$ cat src/rtl/core/ctd_pkg.sv
package ctd_pkg;

	// pad count and derived address width
	localparam int PADS = 12;
	localparam int PAD_AW = (PADS > 1) ? $clog2(PADS) : 1;
	localparam logic [4:0] PAD_LIMIT = 5'(PADS);

	// stream widths
	localparam int S_DATA_W = 48;
	localparam int M_DATA_W = 64;

	// configuration port
	localparam int APB_AW = 5;
	localparam int APB_DW = 32;

	// register indexes
	localparam logic [2:0] REG_TOUCH_THR   = 3'd0;
	localparam logic [2:0] REG_RELEASE_THR = 3'd1;
	localparam logic [2:0] REG_ARM_THR     = 3'd2;
	localparam logic [2:0] REG_DEBOUNCE    = 3'd3;
	localparam logic [2:0] REG_MAX_HOLD    = 3'd4;
	localparam logic [2:0] REG_ARM_LIMIT   = 3'd5;
	localparam logic [2:0] REG_SEED        = 3'd6;

	// register reset values
	localparam logic [9:0]  RST_TOUCH_THR   = 10'd5;
	localparam logic [9:0]  RST_RELEASE_THR = 10'd3;
	localparam logic [9:0]  RST_ARM_THR     = 10'd3;
	localparam logic [7:0]  RST_DEBOUNCE    = 8'd2;
	localparam logic [15:0] RST_MAX_HOLD    = 16'd3000;
	localparam logic [15:0] RST_ARM_LIMIT   = 16'd100;
	localparam logic [7:0]  RST_SEED        = 8'd25;

	// tracking shifts
	localparam logic [3:0] TRACK_FAST = 4'd6;
	localparam logic [3:0] TRACK_SLOW = 4'd11;

	typedef struct packed {
		logic [9:0]  touch_threshold;
		logic [9:0]  release_threshold;
		logic [9:0]  arm_threshold;
		logic [7:0]  debounce_count;
		logic [15:0] max_hold_ms;
		logic [15:0] arm_hold_limit;
		logic [7:0]  seed_samples;
	} cfg_t;

	typedef struct packed {
		logic        kind;
		logic [3:0]  pad;
		logic [9:0]  sample;
		logic        read_failed;
		logic [31:0] now_ms;
	} req_t;

	typedef struct packed {
		logic [3:0]         pad_out;
		logic               skipped;
		logic               touched;
		logic               pressed;
		logic               released;
		logic               force_released;
		logic signed [10:0] delta;
		logic [9:0]         baseline;
		logic [31:0]        press_count;
	} res_t;

	// per-pad state kept across reset commands
	typedef struct packed {
		logic [11:0] baseline_q2;
		logic [31:0] presses;
	} ent_a_t;

	// per-pad state cleared by a reset command
	typedef struct packed {
		logic [11:0] settled_q2;
		logic        seeded;
		logic [7:0]  seed_count;
		logic        held;
		logic [7:0]  touch_run;
		logic [7:0]  release_run;
		logic [15:0] armed_polls;
		logic [31:0] hold_start_ms;
	} ent_b_t;

	// one tracking step of b toward t, minimum step of one
	function automatic logic [11:0] track_q2(input logic [11:0] b, input logic [11:0] t,
		input logic [3:0] sh);
		logic [12:0] diff;
		logic [12:0] rnd;
		logic [12:0] st;
		logic [11:0] res;
		diff = 13'd0;
		rnd = (13'd1 << sh) - 13'd1;
		st = 13'd0;
		res = b;
		if (t > b) begin
			diff = {1'b0, t} - {1'b0, b};
			st = diff >> sh;
			if (st == 13'd0) st = 13'd1;
			res = 12'({1'b0, b} + st);
		end else if (t < b) begin
			diff = {1'b0, b} - {1'b0, t};
			st = (diff + rnd) >> sh;
			if (st == 13'd0) st = 13'd1;
			res = 12'({1'b0, b} - st);
		end
		return res;
	endfunction

endpackage

$ cat src/rtl/core/ctd_cfg_regs.sv
module ctd_cfg_regs (
	input  logic                        clk,
	input  logic                        arst_n,
	input  logic                        psel,
	input  logic                        penable,
	input  logic                        pwrite,
	input  logic [ctd_pkg::APB_AW-1:0]  paddr,
	input  logic [ctd_pkg::APB_DW-1:0]  pwdata,
	output logic [ctd_pkg::APB_DW-1:0]  prdata,
	output logic                        pready,
	output ctd_pkg::cfg_t               cfg
);
	import ctd_pkg::*;

	cfg_t       cfg_q;
	logic [2:0] idx;
	logic       wr;

	assign pready = 1'b1;
	assign idx = paddr[4:2];
	assign wr = psel && penable && pwrite && pready;
	assign cfg = cfg_q;

	// register writes
	always_ff @(posedge clk or negedge arst_n) begin
		if (!arst_n) begin
			cfg_q.touch_threshold   <= RST_TOUCH_THR;
			cfg_q.release_threshold <= RST_RELEASE_THR;
			cfg_q.arm_threshold     <= RST_ARM_THR;
			cfg_q.debounce_count    <= RST_DEBOUNCE;
			cfg_q.max_hold_ms       <= RST_MAX_HOLD;
			cfg_q.arm_hold_limit    <= RST_ARM_LIMIT;
			cfg_q.seed_samples      <= RST_SEED;
		end else if (wr) begin
			unique case (idx)
				REG_TOUCH_THR:   cfg_q.touch_threshold   <= pwdata[9:0];
				REG_RELEASE_THR: cfg_q.release_threshold <= pwdata[9:0];
				REG_ARM_THR:     cfg_q.arm_threshold     <= pwdata[9:0];
				REG_DEBOUNCE:    cfg_q.debounce_count    <= pwdata[7:0];
				REG_MAX_HOLD:    cfg_q.max_hold_ms       <= pwdata[15:0];
				REG_ARM_LIMIT:   cfg_q.arm_hold_limit    <= pwdata[15:0];
				REG_SEED:        cfg_q.seed_samples      <= pwdata[7:0];
				default: ;
			endcase
		end
	end

	// read back
	always_comb begin
		prdata = '0;
		unique case (idx)
			REG_TOUCH_THR:   prdata = APB_DW'(cfg_q.touch_threshold);
			REG_RELEASE_THR: prdata = APB_DW'(cfg_q.release_threshold);
			REG_ARM_THR:     prdata = APB_DW'(cfg_q.arm_threshold);
			REG_DEBOUNCE:    prdata = APB_DW'(cfg_q.debounce_count);
			REG_MAX_HOLD:    prdata = APB_DW'(cfg_q.max_hold_ms);
			REG_ARM_LIMIT:   prdata = APB_DW'(cfg_q.arm_hold_limit);
			REG_SEED:        prdata = APB_DW'(cfg_q.seed_samples);
			default:         prdata = '0;
		endcase
	end

endmodule

$ cat src/rtl/core/ctd_state_ram.sv
module ctd_state_ram (
	input  logic                        clk,
	input  logic                        arst_n,
	input  logic                        rd_en,
	input  logic [ctd_pkg::PAD_AW-1:0]  rd_addr,
	output ctd_pkg::ent_a_t             rd_a,
	output ctd_pkg::ent_b_t             rd_b,
	input  logic                        wr_en,
	input  logic [ctd_pkg::PAD_AW-1:0]  wr_addr,
	input  ctd_pkg::ent_a_t             wr_a,
	input  ctd_pkg::ent_b_t             wr_b,
	input  logic                        clr_b
);
	import ctd_pkg::*;

	ent_a_t     mem_a [PADS];
	ent_b_t     mem_b [PADS];
	logic [PADS-1:0] va_q;
	logic [PADS-1:0] vb_q;
	ent_a_t     rd_a_q;
	ent_b_t     rd_b_q;
	logic       ok_a_q;
	logic       ok_b_q;
	logic       fwd;

	assign fwd = wr_en && (wr_addr == rd_addr);

	// memory write and registered read with forwarding of a same-cycle write
	always_ff @(posedge clk) begin
		if (wr_en) begin
			mem_a[wr_addr] <= wr_a;
			mem_b[wr_addr] <= wr_b;
		end
		if (rd_en) begin
			rd_a_q <= fwd ? wr_a : mem_a[rd_addr];
			rd_b_q <= fwd ? wr_b : mem_b[rd_addr];
		end
	end

	// valid bits: unwritten entries read as zero
	always_ff @(posedge clk or negedge arst_n) begin
		if (!arst_n) begin
			va_q   <= '0;
			vb_q   <= '0;
			ok_a_q <= 1'b0;
			ok_b_q <= 1'b0;
		end else begin
			if (clr_b) begin
				vb_q <= '0;
			end
			if (wr_en) begin
				va_q[wr_addr] <= 1'b1;
				vb_q[wr_addr] <= 1'b1;
			end
			if (rd_en) begin
				ok_a_q <= fwd || va_q[rd_addr];
				ok_b_q <= !clr_b && (fwd || vb_q[rd_addr]);
			end
		end
	end

	assign rd_a = ok_a_q ? rd_a_q : '0;
	assign rd_b = ok_b_q ? rd_b_q : '0;

endmodule

$ cat src/rtl/core/ctd_pad_logic.sv
module ctd_pad_logic (
	input  ctd_pkg::cfg_t   cfg,
	input  ctd_pkg::req_t   req,
	input  ctd_pkg::ent_a_t st_a,
	input  ctd_pkg::ent_b_t st_b,
	output ctd_pkg::ent_a_t nxt_a,
	output ctd_pkg::ent_b_t nxt_b,
	output logic            wr,
	output logic            clr_all,
	output ctd_pkg::res_t   res
);
	import ctd_pkg::*;

	logic [7:0]         dbc_eff;
	logic [7:0]         seed_eff;
	logic signed [10:0] delta;
	logic [10:0]        mag_w;
	logic [9:0]         mag;
	logic [11:0]        tgt;
	logic [7:0]         sc_inc;
	logic [7:0]         tr_inc;
	logic [7:0]         rr_inc;
	logic [15:0]        ap_inc;
	logic [11:0]        trk_fast;
	logic [11:0]        trk_slow;
	logic [31:0]        held_ms;
	logic               in_range;

	// shared arithmetic of the step
	always_comb begin
		dbc_eff  = (cfg.debounce_count == 8'd0) ? 8'd1 : cfg.debounce_count;
		seed_eff = (cfg.seed_samples == 8'd0) ? 8'd1 : cfg.seed_samples;
		delta    = $signed({1'b0, st_a.baseline_q2[11:2]}) - $signed({1'b0, req.sample});
		mag_w    = delta[10] ? 11'(-delta) : 11'(delta);
		mag      = mag_w[9:0];
		tgt      = {req.sample, 2'b00};
		sc_inc   = (st_b.seed_count == 8'hFF) ? st_b.seed_count : st_b.seed_count + 8'd1;
		tr_inc   = (st_b.touch_run == 8'hFF) ? st_b.touch_run : st_b.touch_run + 8'd1;
		rr_inc   = (st_b.release_run == 8'hFF) ? st_b.release_run : st_b.release_run + 8'd1;
		ap_inc   = (st_b.armed_polls == 16'hFFFF) ? st_b.armed_polls
			: st_b.armed_polls + 16'd1;
		trk_fast = track_q2(st_a.baseline_q2, tgt, TRACK_FAST);
		trk_slow = track_q2(st_a.baseline_q2, tgt, TRACK_SLOW);
		held_ms  = req.now_ms - st_b.hold_start_ms;
		in_range = ({1'b0, req.pad} < PAD_LIMIT);
	end

	// per-pad update and result
	always_comb begin
		nxt_a   = st_a;
		nxt_b   = st_b;
		wr      = 1'b0;
		clr_all = 1'b0;
		res     = '0;
		res.pad_out = req.pad;
		if (req.kind) begin
			// reset command clears all pads' debounce, hold and seed state; baselines and press counts stay
			clr_all     = 1'b1;
			res.pad_out = 4'd0;
			res.skipped = 1'b1;
		end else if (!in_range) begin
			res.skipped = 1'b1;
		end else if (req.read_failed) begin
			res.skipped     = 1'b1;
			res.touched     = st_b.held;
			res.baseline    = st_a.baseline_q2[11:2];
			res.press_count = st_a.presses;
		end else if (!st_b.seeded) begin
			// seeding
			wr                = 1'b1;
			nxt_a.baseline_q2 = tgt;
			nxt_b.settled_q2  = tgt;
			nxt_b.seed_count  = sc_inc;
			nxt_b.seeded      = (sc_inc >= seed_eff);
			res.skipped       = 1'b1;
			res.touched       = st_b.held;
			res.baseline      = req.sample;
			res.press_count   = st_a.presses;
		end else begin
			wr = 1'b1;
			if (!st_b.held) begin
				// baseline tracking and arming
				if (mag < cfg.arm_threshold) begin
					nxt_a.baseline_q2 = trk_fast;
					nxt_b.settled_q2  = trk_fast;
					nxt_b.armed_polls = 16'd0;
				end else begin
					nxt_b.armed_polls = ap_inc;
					if (ap_inc > cfg.arm_hold_limit) begin
						nxt_a.baseline_q2 = trk_slow;
					end
				end
				// touch debounce
				if (mag > cfg.touch_threshold) begin
					nxt_b.touch_run = tr_inc;
					if (tr_inc >= dbc_eff) begin
						nxt_b.held          = 1'b1;
						nxt_b.touch_run     = 8'd0;
						nxt_b.release_run   = 8'd0;
						nxt_a.presses       = st_a.presses + 32'd1;
						nxt_b.hold_start_ms = req.now_ms;
						nxt_a.baseline_q2   = nxt_b.settled_q2;
						res.pressed         = 1'b1;
					end
				end else begin
					nxt_b.touch_run = 8'd0;
				end
			end else begin
				// release debounce
				if (mag < cfg.release_threshold) begin
					nxt_b.release_run = rr_inc;
					if (rr_inc >= dbc_eff) begin
						nxt_b.held          = 1'b0;
						nxt_b.release_run   = 8'd0;
						nxt_b.hold_start_ms = 32'd0;
						nxt_b.armed_polls   = 16'd0;
						res.released        = 1'b1;
					end
				end else begin
					nxt_b.release_run = 8'd0;
				end
				// hold timeout
				if (nxt_b.held && (held_ms > {16'd0, cfg.max_hold_ms})) begin
					nxt_b.held          = 1'b0;
					nxt_b.release_run   = 8'd0;
					nxt_b.hold_start_ms = 32'd0;
					nxt_b.armed_polls   = 16'd0;
					nxt_a.baseline_q2   = tgt;
					nxt_b.settled_q2    = tgt;
					res.force_released  = 1'b1;
				end
			end
			res.touched     = nxt_b.held;
			res.delta       = delta;
			res.baseline    = nxt_a.baseline_q2[11:2];
			res.press_count = nxt_a.presses;
		end
	end

endmodule

$ cat src/rtl/core/capacitive_touch_detector.sv
// channel   dir  handshake                 contents
// s_axis    in   s_axis_tvalid/tready      one pad sample or a reset-all command
// m_axis    out  m_axis_tvalid/tready      one result per request
// apb       in   psel/penable/pready       seven configuration registers
//
// one request per cycle sustained while m_axis_tready is high; stage one registers the
// request and reads the pad state memory, stage two updates it, writes it back and
// registers the result; a same-pad write is forwarded into the next read
// a result waiting on m_axis_tready holds stage two, and s_axis_tready drops while it is full
// reset clears the memory valid bits so all pad state reads as zero
module capacitive_touch_detector (
	input  logic                        clk,
	input  logic                        arst_n,
	input  logic                        s_axis_tvalid,
	output logic                        s_axis_tready,
	// pad[3:0], sample[13:4], read_failed[14], now_ms[46:15], zero[47]
	input  logic [ctd_pkg::S_DATA_W-1:0] s_axis_tdata,
	// kind[0]
	input  logic                        s_axis_tuser,
	output logic                        m_axis_tvalid,
	input  logic                        m_axis_tready,
	// pad_out[3:0], skipped[4], touched[5], pressed[6], released[7],
	// force_released[8], delta[19:9], baseline[29:20], press_count[61:30], zero[63:62]
	output logic [ctd_pkg::M_DATA_W-1:0] m_axis_tdata,
	input  logic                        psel,
	input  logic                        penable,
	input  logic                        pwrite,
	input  logic [ctd_pkg::APB_AW-1:0]  paddr,
	input  logic [ctd_pkg::APB_DW-1:0]  pwdata,
	output logic [ctd_pkg::APB_DW-1:0]  prdata,
	output logic                        pready
);
	import ctd_pkg::*;

	cfg_t   cfg;
	req_t   req_in;
	req_t   req_s1;
	logic   vld_s1;
	res_t   res_q;
	logic   out_vld_q;
	logic   adv;
	logic   acc;
	logic   rd_en;
	ent_a_t rd_a;
	ent_b_t rd_b;
	ent_a_t nxt_a;
	ent_b_t nxt_b;
	logic   upd_wr;
	logic   upd_clr;
	res_t   upd_res;
	logic   wr_en;
	logic   clr_b;

	// unpack the request
	always_comb begin
		req_in.kind        = s_axis_tuser;
		req_in.pad         = s_axis_tdata[3:0];
		req_in.sample      = s_axis_tdata[13:4];
		req_in.read_failed = s_axis_tdata[14];
		req_in.now_ms      = s_axis_tdata[46:15];
	end

	// handshake
	assign adv = vld_s1 && (!out_vld_q || m_axis_tready);
	assign s_axis_tready = !vld_s1 || adv;
	assign acc = s_axis_tvalid && s_axis_tready;
	assign rd_en = acc && !req_in.kind && ({1'b0, req_in.pad} < PAD_LIMIT);
	assign wr_en = adv && upd_wr;
	assign clr_b = adv && upd_clr;

	ctd_cfg_regs u_cfg (
		.clk     (clk),
		.arst_n  (arst_n),
		.psel    (psel),
		.penable (penable),
		.pwrite  (pwrite),
		.paddr   (paddr),
		.pwdata  (pwdata),
		.prdata  (prdata),
		.pready  (pready),
		.cfg     (cfg)
	);

	ctd_state_ram u_ram (
		.clk     (clk),
		.arst_n  (arst_n),
		.rd_en   (rd_en),
		.rd_addr (req_in.pad[PAD_AW-1:0]),
		.rd_a    (rd_a),
		.rd_b    (rd_b),
		.wr_en   (wr_en),
		.wr_addr (req_s1.pad[PAD_AW-1:0]),
		.wr_a    (nxt_a),
		.wr_b    (nxt_b),
		.clr_b   (clr_b)
	);

	ctd_pad_logic u_logic (
		.cfg     (cfg),
		.req     (req_s1),
		.st_a    (rd_a),
		.st_b    (rd_b),
		.nxt_a   (nxt_a),
		.nxt_b   (nxt_b),
		.wr      (upd_wr),
		.clr_all (upd_clr),
		.res     (upd_res)
	);

	// stage one request register
	always_ff @(posedge clk or negedge arst_n) begin
		if (!arst_n) begin
			vld_s1 <= 1'b0;
		end else if (s_axis_tready) begin
			vld_s1 <= s_axis_tvalid;
		end
	end

	always_ff @(posedge clk) begin
		if (acc) begin
			req_s1 <= req_in;
		end
	end

	// result register
	always_ff @(posedge clk or negedge arst_n) begin
		if (!arst_n) begin
			out_vld_q <= 1'b0;
		end else if (adv) begin
			out_vld_q <= 1'b1;
		end else if (m_axis_tready) begin
			out_vld_q <= 1'b0;
		end
	end

	always_ff @(posedge clk) begin
		if (adv) begin
			res_q <= upd_res;
		end
	end

	assign m_axis_tvalid = out_vld_q;
	assign m_axis_tdata = {2'b00, res_q.press_count, res_q.baseline, res_q.delta,
		res_q.force_released, res_q.released, res_q.pressed, res_q.touched,
		res_q.skipped, res_q.pad_out};

	// checks
	assert property (@(posedge clk) disable iff (!arst_n)
		wr_en |-> ({1'b0, req_s1.pad} < PAD_LIMIT))
		else $error("state write to a pad out of range");

	assert property (@(posedge clk) disable iff (!arst_n)
		wr_en |-> !clr_b)
		else $error("state write and reset-all in one cycle");

	assert property (@(posedge clk) disable iff (!arst_n)
		$rose(m_axis_tvalid) |-> $past(adv))
		else $error("result shown without a stage advance");

	assert property (@(posedge clk) disable iff (!arst_n)
		m_axis_tvalid && res_q.skipped |->
		!res_q.pressed && !res_q.released && !res_q.force_released)
		else $error("skipped result carries an event");

	assert property (@(posedge clk) disable iff (!arst_n)
		m_axis_tvalid |-> !(res_q.pressed && (res_q.released || res_q.force_released)))
		else $error("press and release on one step");

endmodule
$ cat config.mk
export PLATFORM = sky130hd
export DESIGN_NAME = capacitive_touch_detector
export DESIGN_NICKNAME = d
export VERILOG_FILES = /design/src/rtl/core/ctd_pkg.sv /design/src/rtl/core/ctd_cfg_regs.sv /design/src/rtl/core/ctd_state_ram.sv /design/src/rtl/core/ctd_pad_logic.sv /design/src/rtl/core/capacitive_touch_detector.sv
export SDC_FILE = /design/constraint.sdc
export NUM_CORES = 2
export LEC_CHECK = 0
export ABC_AREA = 1
export BUFFER_PORTS_ARGS = -buffer_cell sky130_fd_sc_hd__buf_2
export CAP_MARGIN = 20
export CORE_MARGIN = 5
export CORE_UTILIZATION = 35
export DETAILED_ROUTE_END_ITERATION = 6
export GPL_TIMING_DRIVEN = 0
export PLACE_DENSITY_LB_ADDON = 0.15
export SETUP_SLACK_MARGIN = 0.4
export SYNTH_ARGS = -nofsm -noshare
export SYNTH_HDL_FRONTEND = slang
export SYNTH_HIERARCHICAL = 1
export SYNTH_SLANG_ARGS = --single-unit
$ cat constraint.sdc
create_clock -name clk -period 9.4 [get_ports clk]
set_clock_uncertainty 0.2 [all_clocks]
set_input_delay 0.47 -clock clk [delete_from_list [all_inputs] [get_ports clk]]
set_output_delay 0.47 -clock clk [all_outputs]
set_load 0.02 [all_outputs]
==> out/results.ini <==
[outcome]
run_status = finished clean

[setup_path]
worst_path_max_delay_cell = o21ai_2
cpPeakStageDelay_ns = 0.78
worstSetupPathType = register to register
cp_max_fo = 13
cp.required_ns = 9.79
cp_data_arrival_time_ns = 8.92
end_kind = register
setup.reg_to_reg.worst_slack_ns = 0.87
critPathLaunchType = register

[global_route]
gr-max-usage-layer = met2
gr-usage-all-layers_pct = 24.4
grt.met2_usage_pct = 39.6
maximum_number_of_pins_on_one_net_before_global_route_repair = 79
grt_antenna_before_repair = 17
grt_pass1_wl_um = 480000
use_met3_pct = 3.66
grt.overflow.total = 0
vias_in_the_first_global_route = 66008
global_route.usage.met1_pct = 33.8

[power_and_ir_drop]
worst_ir_drop_vdd_uv = 136
power_density_nw_per_um2 = 216
cellLeakagePower_nw = 42.0
fin_total_pwr_mw = 22.7

[placement]
dp.cells = 12903
post_place_cell_area_um2 = 97600
dp.final_hpwl_um = 250000
placement.setup.worst_slack_ns = 0.388
port_buffers = 153
final_weighted_congestion_of_routability_driven_global_placement = 0.913

[floorplan]
fp.dieArea_um2 = 268000
ios = 192
floorplan.die.width_um = 518
initial_core_util_pct = 35.1
die_h_um = 518
core.rowCount = 186
core_area_um2 = 257000

[drt]
drt-initial-drc-count = 7253
detail_route.drc_violations = 0
route.antenna.remaining_nets = 0
vias = 69552
drt-pass1-iter-count = 5
post_drt_via_cell_ratio = 5.19
wl_per_cell_um = 25.3
totalWireLength_um = 339000

[timing]
setup_repair_after_global_routing_missed_its_margin = yes
setup_tns_ns = 0
timing.final.crit_period_ns = 8.53
period_share_pct = 90.7
timing.final.hold_violations = 0
drv_slew = 0
setup-violations-final = 0
finalWorstSetupSlack_ns = 0.870
fin_hold_ws_ns = 0.0891
timing.max_slew.rel_slack_pct = 23.8
tightest_slew_ns = 1.14
fmaxAchievable_ghz = 0.117

[final_layout]
layout.cell_area.non_filler_um2 = 105000
layout-area-overhead-vs-synth_pct = 16.6
post_layout_nonfiller_instances = 13395
layout.core_utilization_pct = 41.0
layout-drive-gt1-share_pct = 10.5
layout_nets = 10085

[clocking]
cts_max_path_buffers = 4
cts-root-buf = clkbuf_16
clock_network_latency_to_the_later_pin_of_the_worst_skew_pair_ns = 0.89
numCtsBuffers = 217
worst_setup_hold_path_clk_slew_ns = 0.06
tritoncts = done
clkSinkCount = 1906
h-tree-depth = 4

[synthesis]
synth_edf_count = 1800
synth-seq-area-share_pct = 62.8
synth_area_per_cell_um2 = 9.78
yosys_register_bits = 1906
yosysTopAreaCell = edfxtp_1
distinct_cell_type_count_of_the_synthesized_netlist = 64
yosysWarningCount = 6
synth_compound_area_share_pct = 5.75
netlist_instances = 9228
yosys.cell_count.top_type = nand2_1
ys_async_sr_fraction_pct = 5.56
synth_flop_cell = edfxtp_1
synth_simple_gate_area_share_pct = 22.1
netlist_top_cells_count = nand2_1, edfxtp_1, nor2_1
post_synth_xor_area_fraction_pct = 1.05
synth.mux.area_fraction_pct = 0
synth.cell_area_um2 = 90300
yosysTopAreaCellShare_pct = 59.9
netlist_top_cells_area = edfxtp_1, nand2_1, nand3_1
synth_top_family_by_area = simple AND/OR/NAND/NOR gates
synth_adder_area_share_pct = 2.34

[run]
max-cap-violations = 0

[hold_path]
min_path_type = primary input to register

state kept, by name (all words and copies together), names as in the netlist:
signal,flops
u_ram/mem_b,1032
u_ram/va_q,12
m_axis_tvalid,1
u_ram/ok_a_q,1
m_axis_tdata,62
u_ram/vb_q,12
req_s1,48
u_ram/rd_b_q,86
u_ram/ok_b_q,1
u_cfg/cfg,78
u_ram/rd_a_q,44
u_ram/mem_a,528
vld_s1,1
layout make-up:
type	instances	area [um^2]
clock buffers	278	5740
well taps	3384	4230
plain buffers	487	2350
multi-input cells	6052	28500
fillers	25076	152000
flip-flops and latches	1906	56700
clock inverters	114	895
repair buffers	364	3750
diodes	11	27.5
inverters	799	3010
what timing repair did:
action,CTS,global route
hold endpoints to repair,238,0
hold buffers,80,0
setup endpoints to repair,2,433
resized for setup,1,16
setup buffers,0,2
cell usage in the layout (no fill, tap or decap), drive strengths merged, types with 19 or more instances in the layout:
cell / instances
nor3: 36
o21ai: 664
nand2: 2422
nand3: 1062
dfstp: 20
buf: 593
ha: 159
dlygate4sd3: 79
dfrtp: 86
nor2: 1160
edfxtp: 1800
conb: 19
xor2: 95
inv: 800
nand4: 71
o22ai: 29
clkinv: 94
clkbuf: 457
a21oi: 195
path summary, 6_finish.rpt:
check,startpoint,to,cells past startpoint
worst min-delay path,s_axis_tdata[33],req_s1[18],2
worst max-delay path,u_ram/ok_a_q,u_ram/rd_a_q[25],29
max in group asynchronous,arst_n,u_cfg/cfg[0],4
worst min register to register,u_ram/va_q[5],u_ram/va_q[5],2
min in group asynchronous,arst_n,m_axis_tvalid,4
worst max register to register,u_ram/ok_a_q,u_ram/rd_a_q[25],29
layer usage:
layer	vias to the layer above	part of all wire, %	wire (um)
li1	32265	-	-
met1	34214	43	147000
met2	2634	46	156000
met3	439	7.2	24500
met4	0	3.3	11400
met5	-	0	0
critical path: cells and delay by family, from the launching register on:
family / cells / cell delay, ns
flip-flops: 1 / 0.32
XOR/XNOR: 3 / 0.75
AND/OR/NAND/NOR: 13 / 2.21
buffers and inverters: 6 / 1.98
adder cells (fa/ha/maj): 2 / 0.92
AO/OA/AOI/OAI: 5 / 1.83
report_power, final:
part / internal, mW / switching (mW)
Clock: 4.62 / 3.45
Sequential: 9.73 / 0.146
Combinational: 1.30 / 3.48
Total: 15.6 / 7.07
kinds of logic after synthesis:
kind of cell,count (synthesis)
AOI/OAI and AO/OA,962
xor gates and xnor gates,107
adders and majority gates,165
buffers and inverters,1286
DFF,1906
other,3
and+or+nand+nor,4799
No activity file was read; power rests on OpenSTA's default activity.
